## config.mk

```make
export PLATFORM = sky130hd
export DESIGN_NAME = sync_length_xor_frame_receiver
export DESIGN_NICKNAME = d
export VERILOG_FILES = /design/src/hw/rtl/slxfr_pkg.sv /design/src/hw/rtl/sync_length_xor_frame_receiver.sv
export SDC_FILE = /design/constraint.sdc
export NUM_CORES = 1
export LEC_CHECK = 0
export ABC_CLOCK_PERIOD_IN_PS = 10800
export BUFFER_PORTS_ARGS = -buffer_cell sky130_fd_sc_hd__buf_4
export CORE_MARGIN = 1.5
export CORE_UTILIZATION = 55
export CTS_BUF_LIST = sky130_fd_sc_hd__clkbuf_2 sky130_fd_sc_hd__clkbuf_4 sky130_fd_sc_hd__clkbuf_8
export DETAILED_ROUTE_END_ITERATION = 6
export PLACE_DENSITY = 0.85
export SETUP_SLACK_MARGIN = 0.1
export SLEW_MARGIN = 20
export SYNTH_ARGS = -nofsm -noshare
export SYNTH_HDL_FRONTEND = slang
export SYNTH_SLANG_ARGS = --single-unit
```

## constraint.sdc

```tcl
create_clock -name clk_i -period 10.8 [get_ports clk_i]
set_clock_uncertainty 0.2 [all_clocks]
set_input_delay 2.16 -clock clk_i [delete_from_list [all_inputs] [get_ports clk_i]]
set_output_delay 2.16 -clock clk_i [all_outputs]
set_load 0.05 [all_outputs]
```

## src/hw/rtl/slxfr_pkg.sv

```systemverilog
// Shared constants and types for the sync/length/XOR frame receiver.
package slxfr_pkg;

  localparam logic [7:0]  SyncA           = 8'hEB;
  localparam logic [7:0]  SyncB           = 8'h90;
  localparam logic [15:0] MaxPayloadReset = 16'd293;

  typedef enum logic [1:0] {
    KIND_DATA = 2'd0,
    KIND_GOOD = 2'd1,
    KIND_CSUM = 2'd2,
    KIND_LEN  = 2'd3
  } kind_e;

  typedef enum logic [7:0] {
    PH_HUNT = 8'b0000_0001,
    PH_S2   = 8'b0000_0010,
    PH_S3   = 8'b0000_0100,
    PH_S4   = 8'b0000_1000,
    PH_LHI  = 8'b0001_0000,
    PH_LLO  = 8'b0010_0000,
    PH_DATA = 8'b0100_0000,
    PH_CHK  = 8'b1000_0000
  } phase_e;

endpackage

```

## src/hw/rtl/sync_length_xor_frame_receiver.sv

```systemverilog
// Sync-word / length / XOR-checksum frame receiver, top level.
//
// Input channel (in_valid_i/in_ready_o, rx_byte_i): one received serial
// byte per word. The block hunts for EB 90 EB 90, reads a big-endian
// 16-bit payload length, then forwards each payload byte with its index
// and checks the trailing XOR checksum byte.
// Output channel (out_valid_o/out_ready_i): at most one result word per
// input word: payload byte (index), frame good / checksum error (length,
// received checksum, last set), or length error (length, last set).
// Config channel (cfg_valid_i/cfg_ready_o, cfg_data_i): max_payload, always
// ready; the user must write it only while the block is idle (not enforced).
// Path: an accepted byte is registered in the input register, decoded from
// there, and its result is captured in the output register.
// Throughput: one word per cycle unless stalled; frame state is the only loop.
// Reset: hunting, pipeline empty, max_payload = 293.
// Stall: while a result waits on out_ready_i the input register holds;
// if it is empty one more byte is taken into it, then in_ready_o drops.
module sync_length_xor_frame_receiver
  import slxfr_pkg::*;
(
  input  logic        clk_i,
  input  logic        rst_ni,
  input  logic        in_valid_i,
  output logic        in_ready_o,
  input  logic [7:0]  rx_byte_i,
  output logic        out_valid_o,
  input  logic        out_ready_i,
  output logic [1:0]  out_kind_o,
  output logic [7:0]  out_byte_o,
  output logic [15:0] out_index_o,
  output logic        out_last_o,
  input  logic        cfg_valid_i,
  output logic        cfg_ready_o,
  input  logic [15:0] cfg_data_i
);

  // configuration register
  logic [15:0] max_payload_q;

  // input register stage
  logic        in_valid_q;
  logic [7:0]  rx_q;

  // frame state
  phase_e      phase_q, phase_d;
  logic [15:0] len_q, len_d;
  logic [15:0] count_q, count_d;
  logic [7:0]  xor_q, xor_d;

  // result register
  logic        out_valid_q;
  kind_e       kind_q, kind_d;
  logic [7:0]  obyte_q, obyte_d;
  logic [15:0] oindex_q, oindex_d;
  logic        olast_q, olast_d;
  logic        has_res;

  logic        advance;
  logic [15:0] len_full;
  logic [15:0] count_inc;
  phase_e      restart;

  // The decode stage moves whenever the result register is free or drains.
  assign advance    = !out_valid_q || out_ready_i;
  assign in_ready_o = !in_valid_q || advance;
  assign cfg_ready_o = 1'b1;

  assign len_full  = {len_q[15:8], rx_q};
  assign count_inc = count_q + 16'd1;
  // A mismatching EB starts a new sync attempt.
  assign restart   = (rx_q == SyncA) ? PH_S2 : PH_HUNT;

  always_comb begin
    phase_d  = phase_q;
    len_d    = len_q;
    count_d  = count_q;
    xor_d    = xor_q;
    has_res  = 1'b0;
    kind_d   = KIND_DATA;
    obyte_d  = rx_q;
    oindex_d = count_q;
    olast_d  = 1'b0;
    unique case (phase_q)
      PH_HUNT: phase_d = restart;
      PH_S2:   phase_d = (rx_q == SyncB) ? PH_S3 : restart;
      PH_S3:   phase_d = (rx_q == SyncA) ? PH_S4 : restart;
      PH_S4:   phase_d = (rx_q == SyncB) ? PH_LHI : restart;
      PH_LHI: begin
        len_d   = {rx_q, 8'h00};
        phase_d = PH_LLO;
      end
      PH_LLO: begin
        len_d   = len_full;
        count_d = '0;
        xor_d   = '0;
        if (len_full > max_payload_q) begin
          has_res  = 1'b1;
          kind_d   = KIND_LEN;
          obyte_d  = '0;
          oindex_d = len_full;
          olast_d  = 1'b1;
          phase_d  = PH_HUNT;
        end else begin
          phase_d = (len_full == '0) ? PH_CHK : PH_DATA;
        end
      end
      PH_DATA: begin
        has_res = 1'b1;
        xor_d   = xor_q ^ rx_q;
        count_d = count_inc;
        if (count_inc == len_q) begin
          phase_d = PH_CHK;
        end
      end
      PH_CHK: begin
        has_res  = 1'b1;
        kind_d   = (rx_q == xor_q) ? KIND_GOOD : KIND_CSUM;
        oindex_d = len_q;
        olast_d  = 1'b1;
        phase_d  = PH_HUNT;
      end
      default: phase_d = PH_HUNT;
    endcase
  end

  always_ff @(posedge clk_i or negedge rst_ni) begin
    if (!rst_ni) begin
      max_payload_q <= MaxPayloadReset;
      in_valid_q    <= 1'b0;
      out_valid_q   <= 1'b0;
      phase_q       <= PH_HUNT;
      len_q         <= '0;
      count_q       <= '0;
      xor_q         <= '0;
    end else begin
      if (cfg_valid_i && cfg_ready_o) begin
        max_payload_q <= cfg_data_i;
      end
      if (in_ready_o) begin
        in_valid_q <= in_valid_i;
      end
      if (advance) begin
        out_valid_q <= in_valid_q && has_res;
      end
      if (in_valid_q && advance) begin
        phase_q <= phase_d;
        len_q   <= len_d;
        count_q <= count_d;
        xor_q   <= xor_d;
      end
    end
  end

  // payload registers, no reset
  always_ff @(posedge clk_i) begin
    if (in_ready_o && in_valid_i) begin
      rx_q <= rx_byte_i;
    end
    if (advance && in_valid_q && has_res) begin
      kind_q   <= kind_d;
      obyte_q  <= obyte_d;
      oindex_q <= oindex_d;
      olast_q  <= olast_d;
    end
  end

  assign out_valid_o = out_valid_q;
  assign out_kind_o  = kind_q;
  assign out_byte_o  = obyte_q;
  assign out_index_o = oindex_q;
  assign out_last_o  = olast_q;

endmodule

```

Word-level counts from Yosys, hierarchy flattened

Cells that the tools add are included.

$add $sub $neg: 1
Magnitude comparators: 1
Equal/unequal tests: 13
Muxes and demuxes: 21
Bitwise logic cells: 2
Reduce and logical (&&, ||, !) cells: 16

Operators with widths:

| operator                                             | count |
|---|---|
| case mux 16 bit (2 select lines)                     | 3 |
| case mux 8 bit (7 select lines)                      | 1 |
| 2-to-1 mux 8 bit                                     | 5 |
| equality test 8 bit (second input constant)          | 3 |
| adder 16 x 1 -> 16 bit (second input constant)       | 1 |
| equality test 16 bit                                 | 1 |
| greater-than comparator 16 bit                       | 1 |
| zero test 16 bit                                     | 1 |
| 2-to-1 mux 16 bit                                    | 1 |
| case mux 8 bit (2 select lines)                      | 1 |
| equality test 8 x 1 -> 1 bit (second input constant) | 1 |
| equality test 8 x 2 -> 1 bit (second input constant) | 1 |
| equality test 8 x 3 -> 1 bit (second input constant) | 1 |
| equality test 8 x 4 -> 1 bit (second input constant) | 1 |
| equality test 8 x 5 -> 1 bit (second input constant) | 1 |
| equality test 8 x 6 -> 1 bit (second input constant) | 1 |
| equality test 8 x 7 -> 1 bit (second input constant) | 1 |
| equality test 8 bit                                  | 1 |
| XOR 8 bit                                            | 1 |
| 2-to-1 mux 2 bit                                     | 3 |
| AND reduction 2 bit                                  | 3 |
| 2-to-1 mux 5 bit                                     | 1 |
| logical AND 1 bit                                    | 4 |
| 2-to-1 mux 4 bit                                     | 1 |
| 11 further kinds                                     | 15 |

Register bits after elaboration: 101
Input port bits: 29
Output and inout port bits: 30
Logic and storage cells: 67

Depth between registers and ports, before layout

Gate-level depths: netlist (run 1).

Depth in word-level cells: 4
Mapped depth: 12

Worst setup path before layout (run 1)

Ideal clock, no wire load.

Path kind: input-to-output
From: input port out_ready_i
To: output port in_ready_o
Data arrival time: 2.607 ns
Data required time: 8.440 ns
Slack: 5.833 ns
Cell stages on the path: 2
Path buffers: 0
Cells stage by stage: nor2b_1 nand2_1

Longest elaborated chain between the ends: 2

Ends and longest elaborated chain:

| what               | line                                 | source |
|---|---|---|
| start: declaration | sync_length_xor_frame_receiver.sv:27 | `input logic out_ready_i,` |
| logical OR 1 bit   | sync_length_xor_frame_receiver.sv:64 | `assign advance = !out_valid_q \|\| out_ready_i;` |
| logical OR 1 bit   | sync_length_xor_frame_receiver.sv:65 | `assign in_ready_o = !in_valid_q \|\| advance;` |
| end: declaration   | sync_length_xor_frame_receiver.sv:24 | `output logic in_ready_o,` |

No other way between the ends.

Worst setup path after layout (run 1)

Ends and elaborated chain as after synthesis.

==> results of run 1 <==
[sequential cells by signal, indices dropped and copies added (netlist names)]
signal / count
count_q: 16
len_q: 16
max_payload_q: 16
out_index_o: 16
out_byte_o: 8
phase_q: 8
rx_q: 8
xor_q: 8
out_kind_o: 2
in_valid_q: 1
out_last_o: 1
out_valid_o: 1
[power breakdown]
| group | leakage [nW] | switching, mW | internal (mW) | total [mW] |
|---|---|---|---|---|
| sequential | 1.19 | 0.0451 | 0.439 | 0.484 |
| combinational | 1.47 | 0.113 | 0.0731 | 0.186 |
| clock | 0.126 | 0.130 | 0.161 | 0.291 |
[how the worst max path moves through the flow]
stage	startpoint	to	slack [ns]
finish	out_ready_i	in_ready_o	5.72
detailed placement	out_ready_i	in_ready_o	5.72
global route	out_ready_i	in_ready_o	5.65
CTS	out_ready_i	in_ready_o	5.71
global placement	out_ready_i	in_ready_o	5.75
floorplan	out_ready_i	in_ready_o	5.83
[critical path, delay by kind of cell]
kind	cells	cell delay, ns
buffers and inverters	2	0.31
and+or+nand+nor	2	0.25
[final cells by class]
| cell class | count | area [µm²] | share of cell area |
|---|---|---|---|
| sequential | 101 | 2710 | 0.433 |
| multi-input combinational | 414 | 2610 | 0.416 |
| timing repair buffer | 60 | 450 | 0.0720 |
| tap | 133 | 166 | 0.0266 |
| clock buffer | 11 | 139 | 0.0222 |
| clock inverter | 5 | 110 | 0.0176 |
| inverter | 20 | 75.1 | 0.0120 |
[cells by family (layout without fill, tap and decap cells)]
kind of cell,after synthesis,in the layout,share of synthesized area
compound gates,135,135,0.154
xor+xnor,28,28,0.0462
fa+ha+maj,17,17,0.0379
buf+inv,63,96,0.0551
flops,101,101,0.483
mux,11,11,0.0234
other cells,1,1,0.000669
simple gates,222,222,0.200
[through the flow]
stage | instance area [µm²] | hold slack [ns] | cells
2_1_floorplan | 5610 | 0.269 | 578
3_3_place_gp | 6000 | 0.288 | 728
3_5_place_dp | 6000 | 0.296 | 728
4_1_cts | 6250 | 0.312 | 744
5_1_grt | 6250 | 0.341 | 744
6_report | 6250 | 0.323 | 744
[Yosys cell counts (all sizes together), types with 14 or more instances]
| cell type | count | area (µm²) |
|---|---|---|
| nor2 | 31 | 116 |
| clkbuf | 27 | 111 |
| buf | 16 | 123 |
| inv | 20 | 75.1 |
| nand2 | 82 | 315 |
| o21ai | 58 | 290 |
| nor3 | 14 | 81.3 |
| dfrtp | 61 | 1530 |
| xor2 | 15 | 131 |
| ha | 17 | 213 |
| nand3 | 22 | 110 |
| nor2b | 14 | 87.6 |
| a21oi | 17 | 85.1 |
| nand4 | 14 | 87.6 |
| edfxtp | 35 | 1050 |
[cells in the final DEF, fill, tap and decap left out, types with 3 or more instances in the layout]
cell       synthesis  final
nand2_1           81     81
dfrtp_1           61     61
buf_4              5     60
o21ai_0           58     58
edfxtp_1          35     35
nor2_1            31     29
nand3_1           22     22
inv_1             20     20
ha_1              17     17
a21oi_1           17     16
xor2_1            15     15
nand4_1           14     14
nor2b_1           14     14
nor3_1            13     12
xnor2_1           12     12
mux2_2             9      9
a22o_1             9      9
clkbuf_8           1      9
nor4_1             8      8
a22oi_1            8      8
a31oi_1            8      8
o31ai_1            7      7
o211ai_1           6      6
and2_1             5      5
nand2b_1           5      5
and4_1             5      5
nand3b_1           5      5
and3_1             5      5
dfstp_2            5      5
a21o_1             4      4
bufinv_16          0      3
[metal layers]
metal	up-vias	track usage	part of all wire
met5	-	0	0
met4	0	0.116	0.034
met3	39	0.0620	0.065
met2	201	0.411	0.49
met1	2254	0.322	0.41
li1	2125	-	-
==> reports/metrics.yaml, run 1 <==
floorplan:
  coreArea_um2: 9820
  initial_core_util: 0.571
  dieHeight_um: 104
  io_pins: 59
  dieArea_um2: 10800
  rows: 36
  die_w_um: 104
cells_and_area:
  fin_util: 0.637
  drive_above_1_share: 0.173
  nFillCells: 829
  nets: 652
  diodes: 0
  area_growth_pct: 11.5
critical_path:
  r2r_cells: 7
  path_cells: "buf_4, nor2b_1, nand2_1, buf_4"
  crit_type: "primary input to primary output"
  cpMostUsedCell: "buf_4"
  cp_max_fo: 3
  critPathArrivalTime_ns: 2.72
  critPathMaxStageDelay_ns: 0.20
  crit_path_top_delay_cell: "buf_4"
  ff2ff_setup_slack_ns: 6.90
  cp-start-kind: "primary input"
  rr_startpoint: "phase_q[1]$_DFFE_PN0P_"
  r2r_end: "out_byte_o[2]$_DFFE_PP_"
  worst_ep_required_time_ns: 8.44
  end_kind: "primary output"
yosys:
  synthArstFlopShare: 0.653
  avgSynthCellArea_um2: 9.70
  synth_nets: 624
  yosysWarningCount: 0
  synth-edff-count: 35
  synth_cell_types: 62
  synthFlopType: "dfrtp_1"
  syn_inst: 578
  ys_seq_elements: 101
  syn_area_um2: 5610
  ys_seq_area_frac: 0.483
pwr:
  ir_worst_vdd_uv: 99.5
  p_total_mw: 0.961
  cellLeakagePower_nw: 2.79
  power.density_nw_per_um2: 154
timing:
  fin_crit_ns: 5.08
  fin_ws_ns: 5.72
  slew_headroom: 0.424
  rsz0062_at_grt: "false"
  finalSetupTns_ns: 0
  report.final.slew_viol_count: 0
  setup_viol: 0
  timing.final.crit_share: 0.470
  worst_pin_slew_ns: 0.865
  final-hold-violation-count: 0
  max_freq_mhz: 197
hold_path:
  hold_path.class: "flop to flop"
  holdPathEnd: "xor_q[0]$_DFFE_PN0P_"
  hold_path_startpoint: "xor_q[0]$_DFFE_PN0P_"
  min_path_cells: 1
run_status:
  outcome: "complete, no violations"
clock_network:
  clockRootBuffer: "clkbuf_8"
  clockBufferDepth: 2
  ctsHoldBuffers: 0
  numCtsBuffers: 9
  cts_resized: 0
  path_clk_slew_ns: 0.10
  cts.sinks: 101
  cts_tree: "built"
  htreeDepth: 3
  post_cts_buffers: 0
  clk_latency_ns: 0.38
drt:
  vias: 4619
  routed_wl_mm: 13.1
  ant_nets: 0
  via_per_inst: 6.21
  drt-pass1-iter-count: 5
  wl_per_cell_um: 17.6
  drt_iter0_markers: 350
  drc: 0
run:
  drv_cap: 0
placement:
  post-place-ws_ns: 5.72
  port_buffers: 57
  dpl.hpwl_mm: 9.04
  gp_congestion: 0.878
global_routing:
  globalRoute.totalOverflow: 0
  grt_pass1_wl_mm: 21.6
  grt_util_all_layers: 0.254
  grt_max_degree: 67
  grt_pass1_vias: 4490
  antenna_found_initial: 0
(Power assumes the default switching activity.)
==> run 2: changes to the inputs <==
ABC_CLOCK_PERIOD_IN_PS = 4900   (was 10800)
clock period = 4.9 ns   (was 10.8 ns; I/O delays follow)
==> reports/metrics.yaml, run 2 (synthesis results as in run 1) <==
placement:
  gp_congestion: 0.912  # was 0.878
  port_buffers: 57  # unchanged
  post-place-ws_ns: 1.17  # was 5.72 ns
  place_area_um2: 6010  # was 6000 µm²
  dpl.hpwl_mm: 9.38  # was 9.04 mm
critical_path:
  crit_type: "flop to flop"  # was primary input to primary output
  cp-start-kind: "flop"  # was primary input
  critPathMaxStageDelay_ns: 0.61  # was 0.20 ns
  ff2ff_setup_slack_ns: 1.10  # was 6.90 ns
  crit_path_top_delay_cell: "or4_4"  # was buf_4
  end_kind: "flop"  # was primary output
  r2r_end: "out_index_o[6]$_DFFE_PP_"  # was out_byte_o[2]$_DFFE_PP_
  cp_max_fo: 19  # was 3
  critPathArrivalTime_ns: 3.67  # was 2.72 ns
  worst_ep_required_time_ns: 4.78  # was 8.44 ns
  r2r_cells: 7  # unchanged
  rr_startpoint: "phase_q[1]$_DFFE_PN0P_"  # unchanged
  path_cells: "or4_4, nor3_4, nand2_1, or2_1, o21ba_2, a21oi_2, buf_4"  # was buf_4, nor2b_1, nand2_1, buf_4
timing:
  report.final.slew_viol_count: 0  # unchanged
  slew_headroom: 0.391  # was 0.424
  holdWs_ns: 0.308  # was 0.323 ns
  final-hold-violation-count: 0  # unchanged
  worst_pin_slew_ns: 0.911  # was 0.865 ns
  timing.final.crit_share: 0.775
  fin_ws_ns: 1.10  # was 5.72 ns
  finalSetupTns_ns: 0  # unchanged
  rsz0062_at_grt: "false"  # unchanged
  setup_viol: 0  # unchanged
  fin_crit_ns: 3.80
  max_freq_mhz: 263
hold_path:
  holdPathEnd: "xor_q[0]$_DFFE_PN0P_"  # unchanged
  hold_path.class: "flop to flop"  # unchanged
  min_path_cells: 1  # unchanged
  hold_path_startpoint: "xor_q[0]$_DFFE_PN0P_"  # unchanged
clock_network:
  post_cts_buffers: 0  # unchanged
  path_clk_slew_ns: 0.11  # was 0.10 ns
  clk_latency_ns: 0.39  # was 0.38 ns
  ctsHoldBuffers: 0  # unchanged
  htreeDepth: 3  # unchanged
  cts_resized: 0  # unchanged
  numCtsBuffers: 9  # unchanged
  clockBufferDepth: 2  # unchanged
  clockRootBuffer: "clkbuf_8"  # unchanged
  cts_tree: "built"  # unchanged
  cts.sinks: 101  # unchanged
drt:
  drt_iter0_markers: 433  # was 350
  wl_per_cell_um: 18.1  # was 17.6 µm
  drt-pass1-iter-count: 6  # was 5
  vias: 4620  # was 4619
  routed_wl_mm: 13.5  # was 13.1 mm
  via_per_inst: 6.20  # was 6.21
  ant_nets: 0  # unchanged
  drc: 0  # unchanged
floorplan:
  io_pins: 59  # unchanged
  rows: 36  # unchanged
  coreArea_um2: 9820  # unchanged
  die_w_um: 104  # unchanged
  initial_core_util: 0.571  # unchanged
  dieArea_um2: 10800  # unchanged
  dieHeight_um: 104  # unchanged
global_routing:
  grt_pass1_vias: 4604  # was 4490
  grt_util_all_layers: 0.258  # was 0.254
  antenna_found_initial: 0  # unchanged
  grt_max_degree: 67  # unchanged
  grt_pass1_wl_mm: 22.0  # was 21.6 mm
  globalRoute.totalOverflow: 0  # unchanged
pwr:
  cellLeakagePower_nw: 2.76  # was 2.79 nW
  power.density_nw_per_um2: 320  # was 154 nW/µm²
  p_total_mw: 1.98  # was 0.961 mW
  ir_worst_vdd_uv: 298  # was 99.5 µV
cells_and_area:
  regArea_um2: 2710  # unchanged
  diodes: 0  # unchanged
  area_growth_pct: 10.3  # was 11.5%
  nFillCells: 815  # was 829
  nets: 653  # was 652
  final_cell_mix: "nand2_1, dfrtp_1, buf_4"  # unchanged
  multi_input_area_um2: 2600  # was 2610 µm²
  drive_above_1_share: 0.173  # about the same
  layout_commonest_cell: "nand2_1"  # unchanged
  final_cell_area_um2: 6190  # was 6250 µm²
run:
  drv_cap: 0  # unchanged
run_status:
  outcome: "complete, no violations"  # unchanged
[run 2: cell types whose count changed in the layout (fill, tap and decap cells not counted)]
cell / before / now
inv_6: 0 / 1
nor3_2: 1 / 0
inv_8: 1 / 2
clkbuf_4: 2 / 0
buf_4: 60 / 61
nor3_1: 12 / 13
bufinv_16: 3 / 0
clkinv_4: 1 / 0
clkinvlp_4: 0 / 2
clkinv_2: 0 / 2
[run 2: cell type report]
class | count | area share
timing repair buffer | 61 | 0.0740
sequential | 101 | 0.438
multi-input combinational | 414 | 0.420
tap | 133 | 0.0269
clock buffer | 9 | 0.0200
clock inverter | 7 | 0.00910
inverter | 20 | 0.0121
[run 2: worst max-delay path: cells and delay by family (launching register included)]
kind	cells	cell delay (ns)
AND/OR/NAND/NOR	4	1.46
AO/OA/AOI/OAI	2	0.93
flip-flops	1	0.50
buffers and inverters	1	0.37
[run 2: through the flow]
stage                     std cells   util
after floorplan                 578      -
after global placement          729  0.611
after detailed placement        729  0.612
after CTS                       745  0.630
after global routing            745  0.630
final                           745  0.630
[run 2: how the worst max path moves through the flow]
stage / start / to / slack [ns] / cells after the start
after detailed placement: phase_q[1]$_DFFE_PN0P_ / out_byte_o[5]$_DFFE_PP_ / 1.17 / 7
after floorplan: phase_q[1]$_DFFE_PN0P_ / out_byte_o[0]$_DFFE_PP_ / 0.67 / 10
after global placement: phase_q[1]$_DFFE_PN0P_ / out_byte_o[5]$_DFFE_PP_ / 1.38 / 7
final: phase_q[1]$_DFFE_PN0P_ / out_index_o[6]$_DFFE_PP_ / 1.10 / 7
after global routing: phase_q[1]$_DFFE_PN0P_ / out_index_o[2]$_DFFE_PP_ / 0.95 / 7
after CTS: rx_q[1]$_DFFE_PP_ / out_index_o[2]$_DFFE_PP_ / 1.15 / 9
[run 2: layer usage]
metal,GRT usage,up-vias,wire (µm)
met5,0,-,0
met4,0.114,0,514
met3,0.0652,45,1130
met2,0.420,265,6480
met1,0.325,2185,5330
li1,-,2125,-
[run 2: where the power goes]
part           internal [mW]  switching (mW)
sequential             0.968          0.0888
clock                  0.192           0.319
combinational          0.164           0.251
==> run 3: changes to the inputs <==
ABC_AREA = 1   (was default)
ABC_CLOCK_PERIOD_IN_PS = 3100   (was 4900)
PLACE_DENSITY = 0.89   (was 0.85)
clock period = 3.1 ns   (was 4.9 ns; I/O delays follow)
==> reports/metrics.yaml, run 3 <==
timing:
  rsz0062_at_grt: "false"  # unchanged
  timing.final.crit_share: 0.867  # was 0.775
  finalSetupTns_ns: 0  # unchanged
  final-hold-violation-count: 0  # unchanged
  fin_crit_ns: 2.69  # was 3.80 ns
  setup_viol: 0  # unchanged
  slew_headroom: 0.432  # was 0.391
  worst_pin_slew_ns: 0.852  # was 0.911 ns
  report.final.slew_viol_count: 0  # unchanged
  max_freq_mhz: 372  # was 263 MHz
critical_path:
  worst_ep_required_time_ns: 2.97  # was 4.78 ns
  cp-start-kind: "flop"  # unchanged
  end_kind: "flop"  # unchanged
  critPathArrivalTime_ns: 2.56  # was 3.67 ns
  cp_max_fo: 27  # was 19
  crit_type: "flop to flop"  # unchanged
global_routing:
  grt_max_degree: 67  # unchanged
  globalRoute.totalOverflow: 0  # unchanged
  grt_util_all_layers: 0.266  # was 0.258
  grt_pass1_wl_mm: 20.8  # was 22.0 mm
  grt_pass1_vias: 4433  # was 4604
  antenna_found_initial: 0  # unchanged
yosys:
  synth_most_common_cell: "nand2_1"  # unchanged
  synth_common_cells: "nand2_1, inv_1, dfrtp_1"  # was nand2_1, dfrtp_1, o21ai_0
  ys_seq_elements: 101  # unchanged
  synth_cell_types: 36  # was 62
  ys_seq_area_frac: 0.512  # was 0.483
  synth-edff-count: 35  # unchanged
  synth_nets: 664  # was 624
  synth_top_area_share: 0.288  # was 0.272
  yosysTopAreaCell: "dfrtp_1"  # unchanged
  synth.area.top_cells: "dfrtp_1, edfxtp_1, nand2_1, inv_1, nand3_1"  # was dfrtp_1, edfxtp_1, nand2_1, o21ai_0, ha_1
  synthArstFlopShare: 0.653  # unchanged
  syn_inst: 618  # was 578
  yosysWarningCount: 0  # unchanged
  avgSynthCellArea_um2: 8.56  # was 9.70 µm²
  syn_area_um2: 5290  # was 5610 µm²
  synthFlopType: "dfrtp_1"  # unchanged
cells_and_area:
  nets: 726  # was 653
  layout.cells.non_filler: 814  # was 745
  fin_util: 0.652  # was 0.630
  nFillCells: 773  # was 815
  area_growth_pct: 14.4  # was 10.3%
  final_cell_mix: "nand2_1, inv_1, buf_4"  # was nand2_1, dfrtp_1, buf_4
  layout_commonest_cell: "nand2_1"  # unchanged
  diodes: 0  # unchanged
  drive_above_1_share: 0.161  # was 0.173
floorplan:
  io_pins: 59  # unchanged
  coreArea_um2: 9280  # was 9820 µm²
  dieHeight_um: 101  # was 104 µm
  rows: 35  # was 36
  die_w_um: 101  # was 104 µm
  dieArea_um2: 10200  # was 10800 µm²
  initial_core_util: 0.570  # was 0.571
placement:
  port_buffers: 57  # unchanged
  placed_cells: 798  # was 729
  dpl.hpwl_mm: 9.46  # was 9.38 mm
  gp_congestion: 0.947  # was 0.912
clock_network:
  htreeDepth: 3  # unchanged
  cts_tree: "built"  # unchanged
  numCtsBuffers: 9  # unchanged
  clk_latency_ns: 0.37  # was 0.39 ns
  cts_resized: 0  # unchanged
  clockBufferDepth: 2  # unchanged
  path_clk_slew_ns: 0.10  # was 0.11 ns
  ctsHoldBuffers: 0  # unchanged
  cts.sinks: 101  # unchanged
  clockRootBuffer: "clkbuf_8"  # unchanged
  post_cts_buffers: 0  # unchanged
drt:
  routed_wl_mm: 12.8  # was 13.5 mm
  via_per_inst: 5.62  # was 6.20
  drt-pass1-iter-count: 5  # was 6
  ant_nets: 0  # unchanged
  wl_per_cell_um: 15.7  # was 18.1 µm
  drc: 0  # unchanged
  drt_iter0_markers: 392  # was 433
  vias: 4576  # was 4620
pwr:
  power.density_nw_per_um2: 399  # was 320 nW/µm²
  cellLeakagePower_nw: 2.97  # was 2.76 nW
  ir_worst_vdd_uv: 242  # was 298 µV
run_status:
  outcome: "complete, no violations"  # unchanged
run:
  drv_cap: 0  # unchanged
hold_path:
  hold_path.class: "primary input to asynchronous set/reset pin"  # was flop to flop
==> run 3: cell count changes in the layout (fill, tap and decap cells not counted), sizes merged, moves of 10 or more <==
cell,before,now
inv,23,92
nand3,22,53
nor2b,14,0
o22ai,1,16
nor3,14,4
nand2,82,169
mux2,11,1
==> run 3: logic make-up after synthesis <==
family / count (synthesis) / synth area share
mux: 1 / 0.00213
compound gates: 92 / 0.0984
xor+xnor: 14 / 0.0258
simple gates: 288 / 0.243
buf+inv: 104 / 0.0778
flops: 101 / 0.512
fa+ha+maj: 17 / 0.0402
other cells: 1 / 0.000709
==> run 3: critical path: stages, from the launching register on <==
cell and delay [ns]:
edfxtp_1 0.56, ha_1 0.36, nand2_1 0.06, nor2_1 0.14
nand2_1 0.08, nand2_1 0.06, nand2_1 0.05, nand2_1 0.10
nand3_1 0.11, nand2_2 0.09, inv_2 0.09, nand2_1 0.07
inv_1 0.07, nor2_2 0.12, buf_12 0.21
==> run 3: layout make-up <==
type                    count  area [µm²]  area share
flip-flops and latches    101        2710       0.447
clock buffers              11         139      0.0229
repair buffers             64         493      0.0814
inverters                  91         342      0.0564
well taps                 129         161      0.0267
clock inverters             5        36.3     0.00599
multi-input cells         413        2170       0.359
==> run 3: per-stage QoR <==
stage          power [mW]  setup slack (ns)  hold WS [ns]  area, µm²
6_report             2.42             0.411         0.128       6050
5_1_grt              2.51             0.241         0.202       6050
4_1_cts              2.42             0.472         0.180       6050
3_5_place_dp         1.66             0.527         0.295       5880
3_3_place_gp         1.65             0.579         0.282       5880
2_1_floorplan        1.57             0.144         0.124       5290
==> run 3: power breakdown <==
| part | internal (mW) | switching [mW] |
|---|---|---|
| Sequential | 1.41 | 0.0247 |
| Combinational | 0.0760 | 0.123 |
| Clock | 0.312 | 0.468 |
| Total | 1.80 | 0.616 |
==> run 3: final timing paths <==
kind	start	slack, ns	cells after the start	end
worst max-delay path	rx_q[4]$_DFFE_PP_	0.41	14	out_index_o[10]$_DFFE_PP_
worst min-delay path	rst_ni	0.13	1	count_q[9]$_DFFE_PN0P_
worst max register to register	rx_q[4]$_DFFE_PP_	0.41	14	out_index_o[10]$_DFFE_PP_
worst min register to register	phase_q[0]$_DFFE_PN1P_	0.31	2	phase_q[0]$_DFFE_PN1P_
max in group asynchronous	rst_ni	2.00	1	len_q[13]$_DFFE_PN0P_
min in group clk_i	rx_byte_i[1]	0.22	1	rx_q[1]$_DFFE_PP_
==> run 3: routing by layer <==
layer	wire, µm	global-route usage	share of wire	vias to the layer above
li1	-	-	-	2175
met1	5140	0.348	0.40	2108
met3	1170	0.0576	0.091	41
met4	396	0.101	0.031	0
met5	0	0	0	-
met2	6070	0.434	0.48	252
